### src/sv/vorbis_id_header_parser_defines.svh
// ---------------------------------------------------------------------------
// Vorbis identification header parser: assertion macros
// Shared macros for the concurrent checks in the parser modules.
// ---------------------------------------------------------------------------
`ifndef VORBIS_ID_HEADER_PARSER_DEFINES_SVH
`define VORBIS_ID_HEADER_PARSER_DEFINES_SVH

// Consequent must hold in the same cycle as the antecedent.
`define VIHP_ASSERT_SAME(label, ante, cons, msg) \
  label: assert property (@(posedge clk) disable iff (rst) (ante) |-> (cons)) \
    else $error(msg);

// Consequent must hold in the cycle after the antecedent.
`define VIHP_ASSERT_NEXT(label, ante, cons, msg) \
  label: assert property (@(posedge clk) disable iff (rst) (ante) |=> (cons)) \
    else $error(msg);

`endif

### src/sv/vihp_pkg.sv
// ---------------------------------------------------------------------------
// Vorbis identification header parser: package
// Transaction types, error codes, byte positions and the magic text.
// ---------------------------------------------------------------------------
package vihp_pkg;

  localparam int BLOCK_W = 14;
  localparam int BLOCK_MIN = 64;
  localparam int BLOCK_MAX = 8192;
  localparam logic [3:0] EXP_MIN = 4'($clog2(BLOCK_MIN));
  localparam logic [3:0] EXP_MAX = 4'($clog2(BLOCK_MAX));

  localparam int POS_W = 5;
  localparam logic [POS_W-1:0] POS_TYPE          = 5'd0;
  localparam logic [POS_W-1:0] POS_MAGIC_LAST    = 5'd6;
  localparam logic [POS_W-1:0] POS_VERSION_LAST  = 5'd10;
  localparam logic [POS_W-1:0] POS_CHANNELS      = 5'd11;
  localparam logic [POS_W-1:0] POS_RATE_LAST     = 5'd15;
  localparam logic [POS_W-1:0] POS_BITRATE_FIRST = 5'd16;
  localparam logic [POS_W-1:0] POS_BITRATE_LAST  = 5'd27;
  localparam logic [POS_W-1:0] POS_BLOCKSIZE     = 5'd28;

  localparam logic [7:0] PACKET_TYPE_ID = 8'h01;

  typedef enum logic [2:0] {
    ERR_OK        = 3'd0,
    ERR_MAGIC     = 3'd1,
    ERR_VERSION   = 3'd2,
    ERR_CHANNELS  = 3'd3,
    ERR_RATE      = 3'd4,
    ERR_BLOCKSIZE = 3'd5,
    ERR_FRAMING   = 3'd6,
    ERR_TRUNCATED = 3'd7
  } err_t;

  typedef struct packed {
    logic [7:0] data_byte;
    logic       packet_start;
    logic       packet_end;
  } in_t;

  typedef struct packed {
    logic [2:0]         error_code;
    logic [7:0]         channel_count;
    logic [31:0]        sample_rate;
    logic [31:0]        bitrate_max;
    logic [31:0]        bitrate_target;
    logic [31:0]        bitrate_min;
    logic [BLOCK_W-1:0] block_small;
    logic [BLOCK_W-1:0] block_large;
  } out_t;

  typedef struct packed {
    logic emit;
    out_t data;
  } parse_result_t;

  // The text "vorbis" at positions 1 to 6.
  function automatic logic [7:0] magic_byte(input logic [2:0] idx);
    logic [7:0] value;
    case (idx)
      3'd1:    value = 8'h76;
      3'd2:    value = 8'h6F;
      3'd3:    value = 8'h72;
      3'd4:    value = 8'h62;
      3'd5:    value = 8'h69;
      3'd6:    value = 8'h73;
      default: value = 8'h00;
    endcase
    return value;
  endfunction

endpackage

### src/sv/vorbis_id_header_parser.sv
// ---------------------------------------------------------------------------
// Vorbis identification header parser
// Takes one byte of an identification header packet per transaction and
// returns at most one result transaction per packet: an error code on the
// first failing check (type byte, "vorbis" magic, zero version, nonzero
// channel count and sample rate, block sizes between 64 and 8192,
// framing bit), a truncation error if the packet ends before its last byte,
// or the decoded fields after byte 29. Throughput is one byte per clock
// cycle; the parser checks a byte and updates its held fields in the cycle
// it is accepted, and a result is queued and appears on the output in the
// next cycle when no earlier result is still waiting. A two-entry
// result queue lets bytes keep flowing while one result waits on a stalled
// consumer; the input stalls only when both queue entries are occupied.
// Bytes outside a packet (no packet_start since the last result) are
// consumed without a result.
// ---------------------------------------------------------------------------
module vorbis_id_header_parser (
  input  logic           clk,
  input  logic           rst,
  input  logic           item_valid,
  output logic           item_stall,
  input  vihp_pkg::in_t  item,
  output logic           result_valid,
  input  logic           result_stall,
  output vihp_pkg::out_t result
);

  // An input transaction completes when the byte is offered and the
  // result queue has room for whatever this byte may produce.
  logic                    accept;
  vihp_pkg::parse_result_t parsed;
  logic                    queue_full;

  assign item_stall = queue_full;
  assign accept     = item_valid && !item_stall;

  // Position tracking, field capture and all header checks.
  vihp_parse u_parse (
    .clk    (clk),
    .rst    (rst),
    .accept (accept),
    .item   (item),
    .result (parsed)
  );

  // Results wait here until the consumer takes them.
  vihp_out_buf u_out_buf (
    .clk     (clk),
    .rst     (rst),
    .wr      (parsed.emit),
    .wr_data (parsed.data),
    .full    (queue_full),
    .valid   (result_valid),
    .stall   (result_stall),
    .data    (result)
  );

endmodule

### src/sv/vihp_parse.sv
// ---------------------------------------------------------------------------
// Vorbis identification header parser: byte parser
// Holds the parse position and captured fields, checks one accepted byte per cycle.
// ---------------------------------------------------------------------------
`include "vorbis_id_header_parser_defines.svh"

module vihp_parse (
  input  logic                   clk,
  input  logic                   rst,
  input  logic                   accept,
  input  vihp_pkg::in_t          item,
  output vihp_pkg::parse_result_t result
);

  logic [vihp_pkg::POS_W-1:0] byte_position;
  logic                       parse_finished;
  logic [7:0]                 channels_held;
  logic [31:0]                rate_held;
  logic [31:0]                bitrates_held [3];
  logic [3:0]                 exp_small;
  logic [3:0]                 exp_large;

  logic [vihp_pkg::POS_W-1:0] pos_eff;
  logic [vihp_pkg::POS_W-1:0] bitrate_off;
  logic                       active;
  logic                       emit;
  vihp_pkg::err_t             code;
  logic [7:0]                 b;
  logic [3:0]                 b_small;
  logic [3:0]                 b_large;

  assign b           = item.data_byte;
  assign b_small     = b[3:0];
  assign b_large     = b[7:4];
  assign pos_eff     = item.packet_start ? vihp_pkg::POS_TYPE : byte_position;
  assign active      = accept && (item.packet_start || !parse_finished);
  assign bitrate_off = pos_eff - vihp_pkg::POS_BITRATE_FIRST;

  always_comb begin
    emit = 1'b0;
    code = vihp_pkg::ERR_OK;
    if (pos_eff == vihp_pkg::POS_TYPE) begin
      if (b != vihp_pkg::PACKET_TYPE_ID) begin
        emit = 1'b1;
        code = vihp_pkg::ERR_MAGIC;
      end
    end else if (pos_eff <= vihp_pkg::POS_MAGIC_LAST) begin
      if (b != vihp_pkg::magic_byte(pos_eff[2:0])) begin
        emit = 1'b1;
        code = vihp_pkg::ERR_MAGIC;
      end
    end else if (pos_eff <= vihp_pkg::POS_VERSION_LAST) begin
      if (b != 8'd0) begin
        emit = 1'b1;
        code = vihp_pkg::ERR_VERSION;
      end
    end else if (pos_eff == vihp_pkg::POS_CHANNELS) begin
      if (b == 8'd0) begin
        emit = 1'b1;
        code = vihp_pkg::ERR_CHANNELS;
      end
    end else if (pos_eff <= vihp_pkg::POS_RATE_LAST) begin
      // The top byte arrives last, so the whole rate is known here.
      if (pos_eff == vihp_pkg::POS_RATE_LAST && {b, rate_held[23:0]} == 32'd0) begin
        emit = 1'b1;
        code = vihp_pkg::ERR_RATE;
      end
    end else if (pos_eff <= vihp_pkg::POS_BITRATE_LAST) begin
      emit = 1'b0;
    end else if (pos_eff == vihp_pkg::POS_BLOCKSIZE) begin
      if (b_small < vihp_pkg::EXP_MIN || b_small > b_large || b_large > vihp_pkg::EXP_MAX) begin
        emit = 1'b1;
        code = vihp_pkg::ERR_BLOCKSIZE;
      end
    end else begin
      emit = 1'b1;
      code = b[0] ? vihp_pkg::ERR_OK : vihp_pkg::ERR_FRAMING;
    end
    // A packet that ends before the framing byte is truncated, unless this
    // very byte already failed its own check.
    if (!emit && item.packet_end) begin
      emit = 1'b1;
      code = vihp_pkg::ERR_TRUNCATED;
    end
  end

  always_comb begin
    result.emit = active && emit;
    result.data = '0;
    result.data.error_code = code;
    if (code == vihp_pkg::ERR_OK) begin
      result.data.channel_count  = channels_held;
      result.data.sample_rate    = rate_held;
      result.data.bitrate_max    = bitrates_held[0];
      result.data.bitrate_target = bitrates_held[1];
      result.data.bitrate_min    = bitrates_held[2];
      result.data.block_small    = vihp_pkg::BLOCK_W'(1) << exp_small;
      result.data.block_large    = vihp_pkg::BLOCK_W'(1) << exp_large;
    end
  end

  always_ff @(posedge clk) begin
    if (rst) begin
      byte_position  <= '0;
      parse_finished <= 1'b1;
    end else if (active) begin
      parse_finished <= emit;
      byte_position  <= emit ? pos_eff : pos_eff + 5'd1;
    end
  end

  // Each field byte is seen once per packet, so a lane load is enough.
  always_ff @(posedge clk) begin
    if (active) begin
      if (pos_eff == vihp_pkg::POS_CHANNELS) begin
        channels_held <= b;
      end
      if (pos_eff > vihp_pkg::POS_CHANNELS && pos_eff <= vihp_pkg::POS_RATE_LAST) begin
        rate_held[pos_eff[1:0]*8 +: 8] <= b;
      end
      if (pos_eff >= vihp_pkg::POS_BITRATE_FIRST && pos_eff <= vihp_pkg::POS_BITRATE_LAST) begin
        bitrates_held[bitrate_off[3:2]][bitrate_off[1:0]*8 +: 8] <= b;
      end
      if (pos_eff == vihp_pkg::POS_BLOCKSIZE) begin
        exp_small <= b_small;
        exp_large <= b_large;
      end
    end
  end

  `VIHP_ASSERT_SAME(a_emit_needs_accept, result.emit, accept, "result without accepted byte")
  `VIHP_ASSERT_NEXT(a_emit_finishes, result.emit, parse_finished, "parse not closed after result")
  `VIHP_ASSERT_NEXT(a_advance, active && !emit, !parse_finished && byte_position == 5'($past(pos_eff) + 5'd1), "position did not advance")

endmodule

### src/sv/vihp_out_buf.sv
// ---------------------------------------------------------------------------
// Vorbis identification header parser: result buffer
// Two-entry queue that decouples the parser from a stalled consumer.
// ---------------------------------------------------------------------------
`include "vorbis_id_header_parser_defines.svh"

module vihp_out_buf (
  input  logic           clk,
  input  logic           rst,
  input  logic           wr,
  input  vihp_pkg::out_t wr_data,
  output logic           full,
  output logic           valid,
  input  logic           stall,
  output vihp_pkg::out_t data
);

  vihp_pkg::out_t entries [2];
  logic           wr_ptr;
  logic           rd_ptr;
  logic [1:0]     count;
  logic           rd;

  assign full  = (count == 2'd2);
  assign valid = (count != 2'd0);
  assign rd    = valid && !stall;
  assign data  = entries[rd_ptr];

  always_ff @(posedge clk) begin
    if (rst) begin
      wr_ptr <= 1'b0;
      rd_ptr <= 1'b0;
      count  <= 2'd0;
    end else begin
      if (wr) begin
        wr_ptr <= !wr_ptr;
      end
      if (rd) begin
        rd_ptr <= !rd_ptr;
      end
      count <= count + {1'b0, wr} - {1'b0, rd};
    end
  end

  always_ff @(posedge clk) begin
    if (wr) begin
      entries[wr_ptr] <= wr_data;
    end
  end

  `VIHP_ASSERT_SAME(a_count_range, 1'b1, count <= 2'd2, "result queue count out of range")
  `VIHP_ASSERT_SAME(a_no_overflow, wr, count != 2'd2, "write into full result queue")
  `VIHP_ASSERT_NEXT(a_drain, count == 2'd1 && rd && !wr, count == 2'd0, "queue did not drain")

endmodule
### config.mk
export PLATFORM = sky130hd
export DESIGN_NAME = vorbis_id_header_parser
export DESIGN_NICKNAME = d
export VERILOG_FILES = /design/src/sv/vihp_pkg.sv /design/src/sv/vorbis_id_header_parser.sv /design/src/sv/vihp_parse.sv /design/src/sv/vihp_out_buf.sv
export VERILOG_INCLUDE_DIRS = /design/src /design/src/sv
export SDC_FILE = /design/constraint.sdc
export NUM_CORES = 1
export LEC_CHECK = 0
export ABC_AREA = 1
export BUFFER_PORTS_ARGS = -buffer_cell sky130_fd_sc_hd__buf_4
export CAP_MARGIN = 20
export CORE_ASPECT_RATIO = 1.2
export CORE_UTILIZATION = 50
export DETAILED_ROUTE_END_ITERATION = 8
export MAX_ROUTING_LAYER = met4
export PLACE_DENSITY = 0.69
export SLEW_MARGIN = 15
export SYNTH_ARGS = -nofsm -noshare
export SYNTH_HDL_FRONTEND = slang
export SYNTH_SLANG_ARGS = --single-unit
### constraint.sdc
create_clock -name clk -period 12 [get_ports clk]
set_input_delay 0.6 -clock clk [delete_from_list [all_inputs] [get_ports clk]]
set_output_delay 0.6 -clock clk [all_outputs]
set_load 0.03 [all_outputs]
==> After elaboration in Yosys (flattened, before gate mapping) <==
Memory sizes are Yosys's and may differ from the RTL's. A register that Yosys moved wholly into a read port is not among the register bits.
Index checks and enable logic that the tools add are counted.
{ "classes": {"n_shift": 6, "n_reduce_logical": 26, "eq_ne": 12, "addsub": 6, "mux": 43, "n_lt_le_gt_ge": 9} }
{ "op_table": {"columns": ["operator", "count"], "rows": [
  ["164-bit 2-to-1 mux", 1],
  ["5-bit negator with 34-bit output", 2],
  ["8-bit by 34-bit variable shift with 32-bit output, first input constant", 2],
  ["8-bit by 34-bit indexed part select with 32-bit output", 2],
  ["7-bit one-hot mux with 6 select lines", 1],
  ["3-bit 2-to-1 mux", 11],
  ["32-bit bitwise mux", 1],
  ["32-bit logical NOT", 1],
  ["32-bit 2-to-1 mux", 1],
  ["1-bit by 4-bit left shift with 14-bit output, first input constant", 2],
  ["1-bit 2-to-1 mux", 22],
  ["8-bit 2-to-1 mux", 2],
  ["5-bit by 4-bit == test with 1-bit output, second input constant", 2],
  ["5-bit by 4-bit less-or-equal comparator with 1-bit output, second input constant", 2],
  ["5-bit 2-to-1 mux", 2],
  ["3-bit == test, second input constant", 3],
  ["1-bit logical AND", 8],
  ["8-bit logical NOT", 1],
  ["8-bit by 1-bit inequality test with 1-bit output, second input constant", 1],
  ["8-bit inequality test", 1],
  ["8-bit nonzero test", 1],
  ["3-bit by 2-bit == test with 1-bit output, second input constant", 2],
  ["1-bit logical NOT", 6],
  ["2-bit AND reduction", 3],
  ["other kinds (19)", 22]
]} }
{ "word_totals": {"mem_bits_rw": 430, "word_cells": 113, "register_bits": 58, "memories": 2, "input_bits": 14, "out_inout_bits": 169} }
{ "mem_list": {"columns": ["name", "words", "word_bits", "rd", "rd_ports_with_merged_regs", "write_ports", "line_no", "source"], "rows": [
  ["u_out_buf.entries", 2, 167, 1, 1, 1, "vihp_out_buf.sv:18", "vihp_pkg::out_t entries [2];"],
  ["u_parse.bitrates_held", 3, 32, 3, 0, 1, "vihp_parse.sv:19", "logic [31:0] bitrates_held [3];"]
]} }

==> Logic depth before layout (Yosys ltp) <==
{ "logic_depth": {"word_depth": 17, "depth_mapped": 24, "ltp_nobuf": 23} }

==> Cells and area by module <==
A second synthesis with hierarchy kept.
{ "hier_totals": {"hier_cells": 1346, "area_unflattened_um2": 20500.9} }
{ "modules_own_cells": {"columns": ["module", "area_each_um2", "cells_each", "n_inst"], "rows": [
  ["vihp_out_buf", 12832.3, 556, 1],
  ["vihp_parse", 7658.6, 788, 1],
  ["vorbis_id_header_parser", 10.0, 2, 1]
]} }

==> Worst setup path before layout <==
No wires, ideal clock.
{ "synth_timing": {"kind": "in2reg", "start": "input port item[1] in the netlist's numbering", "end": "memory u_out_buf.entries[1][0] in the netlist's numbering (enable)", "t_required_ps": 11302, "stages": 18, "arrival_ps": 9454, "slack_ps": 1848, "path_cell_list": "nor2_2 clkbuf_1 ha_1 inv_1 nor2_1 ha_1 nand2_1 nor2_1 nand3_1 nor2_1 nor2_1 nand2_1 nand2_1 nand2_1 nand2_1 nand3_1 nand2_1 nor2_1"} }
{ "synth_between": {"elab_chain_len": 15} }
{ "synth_lines": {"columns": ["element", "line_no", "source"], "rows": [
  ["start, declared", "vorbis_id_header_parser.sv:22", "input vihp_pkg::in_t item,"],
  ["5-bit 2-to-1 mux", "vihp_parse.sv:35", "assign pos_eff = item.packet_start ? vihp_pkg::POS_TYPE : byte_position;"],
  ["3-bit == test (tied with other cells)", "vihp_pkg.sv:61", "case (idx)"],
  ["7-bit one-hot mux with 6 select lines (tied with other cells)", "vihp_pkg.sv:61", null],
  ["8-bit 2-to-1 mux (tied with other cells)", "vihp_parse.sv:47", "end else if (pos_eff <= vihp_pkg::POS_MAGIC_LAST) begin"],
  ["8-bit 2-to-1 mux or 1-bit 2-to-1 mux (tied branches)", "vihp_parse.sv:42, vihp_parse.sv:62", null],
  ["8-bit inequality test or 1-bit 2-to-1 mux (tied branches)", "vihp_parse.sv:48, vihp_parse.sv:57", null],
  ["1-bit 2-to-1 mux (on tied branches)", "vihp_parse.sv:48, vihp_parse.sv:52", null],
  ["1-bit 2-to-1 mux", "vihp_parse.sv:47", null],
  ["1-bit 2-to-1 mux", "vihp_parse.sv:42", "if (pos_eff == vihp_pkg::POS_TYPE) begin"],
  ["1-bit logical NOT", "vihp_parse.sv:81", "if (!emit && item.packet_end) begin"],
  ["1-bit logical AND", "vihp_parse.sv:81", null],
  ["1-bit 2-to-1 mux", "vihp_parse.sv:81", null],
  ["1-bit logical AND *", "vihp_parse.sv:88", "result.emit = active && emit;"],
  ["1-bit 2-to-1 mux *", "vihp_out_buf.sv:46", "if (wr) begin"],
  ["1-bit 2-to-1 mux (implied by the code) *", "vihp_out_buf.sv:47", "entries[wr_ptr] <= wr_data;"],
  ["end, declared", "vihp_out_buf.sv:18", null]
]} }
Mark *: on every way between the ends. The rest lies on a longest branch, timed or not. The select of a mux whose other input is x is not followed.

==> Worst setup path in the final report <==
{ "layout_timing": {"start": "register u_parse.byte_position[0] in the netlist's numbering", "end": "memory u_out_buf.entries[1][118] in the netlist's numbering (enable)"} }
{ "layout_between": {"elab_chain_len": 15} }
{ "layout_lines": {"columns": ["element", "line_no", "source"], "rows": [
  ["start, declared", "vihp_parse.sv:15", "logic [vihp_pkg::POS_W-1:0] byte_position;"],
  ["start signal, assigned", "vihp_parse.sv:108", "byte_position <= emit ? pos_eff : pos_eff + 5'd1;"],
  ["5-bit 2-to-1 mux *", "vihp_parse.sv:35", null],
  ["3-bit == test (tied with other cells)", "vihp_pkg.sv:61", null],
  ["7-bit one-hot mux with 6 select lines (tied with other cells)", "vihp_pkg.sv:61", null],
  ["8-bit 2-to-1 mux (tied with other cells)", "vihp_parse.sv:47", null],
  ["8-bit 2-to-1 mux or 1-bit 2-to-1 mux (tied branches)", "vihp_parse.sv:42, vihp_parse.sv:62", null],
  ["8-bit inequality test or 1-bit 2-to-1 mux (tied branches)", "vihp_parse.sv:48, vihp_parse.sv:57", null],
  ["1-bit 2-to-1 mux (on tied branches)", "vihp_parse.sv:48, vihp_parse.sv:52", null],
  ["1-bit 2-to-1 mux", "vihp_parse.sv:47", null],
  ["1-bit 2-to-1 mux *", "vihp_parse.sv:42", null],
  ["1-bit logical NOT", "vihp_parse.sv:81", null],
  ["1-bit logical AND", "vihp_parse.sv:81", null],
  ["1-bit 2-to-1 mux *", "vihp_parse.sv:81", null],
  ["1-bit logical AND *", "vihp_parse.sv:88", null],
  ["1-bit 2-to-1 mux *", "vihp_out_buf.sv:46", null],
  ["1-bit 2-to-1 mux (implied by the code) *", "vihp_out_buf.sv:47", null]
]} }
Marks and branches as above.

==> impl_results.md <==
- Final Cycle Share: 39.1%
- Hold path cells: 2
- Buffer cell driving the clock tree root: sky130_fd_sc_hd__clkbuf_16
- Wire length of the first global-routing pass: ~59 mm
- Fill count: 2906
- Setup Crit Path Kind: reg -> reg
- Synthesized net count: 1357
- Area added between synthesis and finish: 17.0%
- CTS Sinks: 489
- Main flop type after synthesis: sky130_fd_sc_hd__edfxtp_1
- Num CTS Buffers: 47
- Cells after synthesis: about 1300
- Total wire length: 39.2 mm
- Cell repeated most along the worst path: sky130_fd_sc_hd__nand2_1
- Worst Clk Skew: approximately 0.021 ns
- Boundary pin count: 183
- Vias after detailed routing: between 10000 and 15000
- Required arrival time at the worst endpoint: 12.17 ns
- Depth of the most critical reg-to-reg path: 19
- Slew at the pin with the worst max-slew slack: 1.07 ns
- Leakage power: 0.00913 uW
- Pin count of the biggest net entering global routing: 82
- Element type at the critical path end: flop
- Area taken by multi-input logic gates: slightly below 4000 um2
- Clk buf depth: 3
- Achievable Freq: between 200 and 250 MHz
- Number of antenna violations at the first check in global routing: 0
- Number of enable flip-flop cells after synthesis: approximately 480
- Worst-path clk slew: 0.06 ns
- Nature of the critical path startpoint: flop
- Antenna diodes: 0
- Hold-fix buffers at CTS: 0
- Total of flip-flops plus latches after synthesis: around 500
- Core occupancy in the finished layout: 59.7%
- Total global routing overflow: 0
- Stage delay of the slowest cell on the critical path: about 0.83 ns
- Number of gates resized after CTS: 0
- Ordered cell list for the critical path: inv_1 -> nor2_2 -> ha_1 -> inv_1 -> nor2_1 -> ha_1 -> nand2_1 -> nor2_1 -> nand3_1 -> nor2_1 -> nor2_1 -> nand2_1 -> nand2_1 -> nand2_1 -> nand2_1 -> nand3_1 -> nand2_1 -> nor2_4 -> buf_4
- Layout cells sized above 1: 28.0%
- Total power draw: 4350 uW
- Clock period minus worst slack: 4.70 ns
- Number of levels the H-tree was split into: 2
- Final weighted congestion in routability-driven placement: 0.830
- Setup bufs post-CTS: 0
- Share of synthesized registers carrying an async set or reset: 0%
- Total global routing track utilization: between 20 and 25%
- Remaining design rule violation count: 0
- Share of the yosys chip area belonging to registers: between 70% and 80%
- Row count: 78
- Hold violation total from the final report: 0
- Worst setup margin: 7.30 ns
- Final Net Count: 1562
- Max FO, Critical Path: 71
- Via count of the first global-routing pass: about 10000
- Final number of max-transition violations: 0
- FF+latch area: 14600 um2
- P per Cell Area: 192 nW/um2
- Effective utilization at floorplan: 51.0%
- Post-placement setup slack: 6.85 ns
- Total negative slack for setup checks: 0 ns
- Summed instance area of the synthesized netlist: 19400 um2
- Die outline height: 218 um
- CP max stage cell: sky130_fd_sc_hd__buf_4
- Die ar.: 39500 um2
- Number of DRC markers in iteration 0: 768
- YS warnings: 0
- Floorplan die width: 182 um
- Number of library cell types mapped by synthesis: 36
- Arrival time of the worst setup path: 4.86 ns
- Peak supply drop: 0.000157 V
- Detailed-route vias per instance: 5.09
- Highest-count cells in the layout ignoring fill and taps: sky130_fd_sc_hd__edfxtp_1 (478), sky130_fd_sc_hd__nor2_1 (232), sky130_fd_sc_hd__buf_4 (191)
- Post-Synthesis Mean Instance Area: 14.6 um2
- Number of search-and-repair iterations in the first detailed-routing pass: 5
- Commonest non-fill, non-tap cell in the layout: sky130_fd_sc_hd__edfxtp_1
- RSZ-0062 raised after global routing: false
- Result of the run: completed
- CTS tree: built
- Detailed placer's ending HPWL: 25.4 mm
- Headroom to the max-slew limit: 27.9%
- Skew-Pair Late Insertion Delay: 0.56 ns
- Count of input and output buffers: 182
- Final setup vio count: 0
- Area of the core: 38000 um2
- # Max-Cap Violations: 0
- Post-detailed-route wirelength per cell: 19.2 um
- Antenna-violating nets left: 0
- Classification of the worst-slack hold path: in -> reg
[per-layer routing]
metal / part of all wire (%) / track usage, %
met5: 0 / -
met4: 2.6 / 6.92
met3: 4.0 / 2.57
met2: 51 / 34.5
met1: 43 / 26.2
[report_power, final]
| group | internal, uW | leakage [uW] | switching (uW) |
|---|---|---|---|
| registers | 1980 | 0.00444 | 39.6 |
| logic | 359 | 0.00398 | 583 |
| clock network | 781 | 0.000703 | 606 |
| total | 3120 | 0.00913 | 1230 |
[cells in the mapped netlist, types with 3 or more instances]
cell                       count  area, um2
sky130_fd_sc_hd__nor3_1       18       90.1
sky130_fd_sc_hd__inv_1       189        709
sky130_fd_sc_hd__nand4_1       7       43.8
sky130_fd_sc_hd__o21ai_0       3       15.0
sky130_fd_sc_hd__dfxtp_1      11        220
sky130_fd_sc_hd__nand3_1      39        195
sky130_fd_sc_hd__edfxtp_1    478      14400
sky130_fd_sc_hd__nor2_2        4       25.0
sky130_fd_sc_hd__buf_1         3       11.3
sky130_fd_sc_hd__a21oi_1      15       75.1
sky130_fd_sc_hd__buf_2         8       40.0
sky130_fd_sc_hd__inv_2         4       15.0
sky130_fd_sc_hd__buf_6         6       67.6
sky130_fd_sc_hd__mux2_2      167       1880
sky130_fd_sc_hd__clkbuf_1     17       63.8
sky130_fd_sc_hd__nand2_1      92        345
sky130_fd_sc_hd__ha_1         15        188
sky130_fd_sc_hd__nor2_1      234        878
[flip-flops by register name, summed over array words and instances (netlist names), named ones only]
register	cells
u_parse.bitrates_held	96
u_parse.byte_position	5
u_parse.exp_large	4
u_out_buf.wr_ptr	1
u_parse.exp_small	4
u_parse.channels_held	8
u_out_buf.entries	334
u_parse.parse_finished	1
u_parse.rate_held	32
u_out_buf.count	2
u_out_buf.rd_ptr	1
[worst max-delay path, delay by kind of cell (launching register included)]
kind / cells / cell delay (ns)
adder cells (fa/ha/maj): 2 / 0.56
buffers and inverters: 3 / 0.95
flip-flops: 1 / 0.33
AND/OR/NAND/NOR: 14 / 2.34
[through the flow]
stage	cells	hold slack, ns	area (um2)
after CTS	2047	0.247	22700
final	2047	0.264	22700
after detailed placement	1964	0.447	21200
after floorplan	1328	0.422	19400
after global routing	2047	0.266	22700
after global placement	1964	0.435	21200
[worst paths after layout]
check,start,to,slack [ns]
max reg2reg,u_parse.byte_position[0],u_out_buf.entries[1][118],7.30
min,rst,u_parse.byte_position[1],0.26
min reg2reg,u_out_buf.count[1],u_out_buf.count[1],0.45
max,u_parse.byte_position[0],u_out_buf.entries[1][118],7.30
[cells by family (layout without fill, tap and decap cells)]
family | Yosys count | count (layout) | synth area share (%)
simple gates | 400 | 400 | 8.43
compound gates | 27 | 27 | 0.814
mux | 167 | 167 | 9.71
xor+xnor | 1 | 1 | 0.0453
flops | 489 | 489 | 75.3
buf+inv | 229 | 468 | 4.74
fa+ha+maj | 15 | 15 | 0.969
[area by class of cell]
type | count | area share (%)
Multi-Input combinational cell | 610 | 17.2
Timing Repair Buffer | 191 | 6.33
Tap cell | 480 | 2.65
Clock inverter | 29 | 0.966
Clock buffer | 54 | 5.31
Sequential cell | 489 | 64.3
Inverter | 194 | 3.21
No activity file was read; power rests on OpenSTA's default activity.
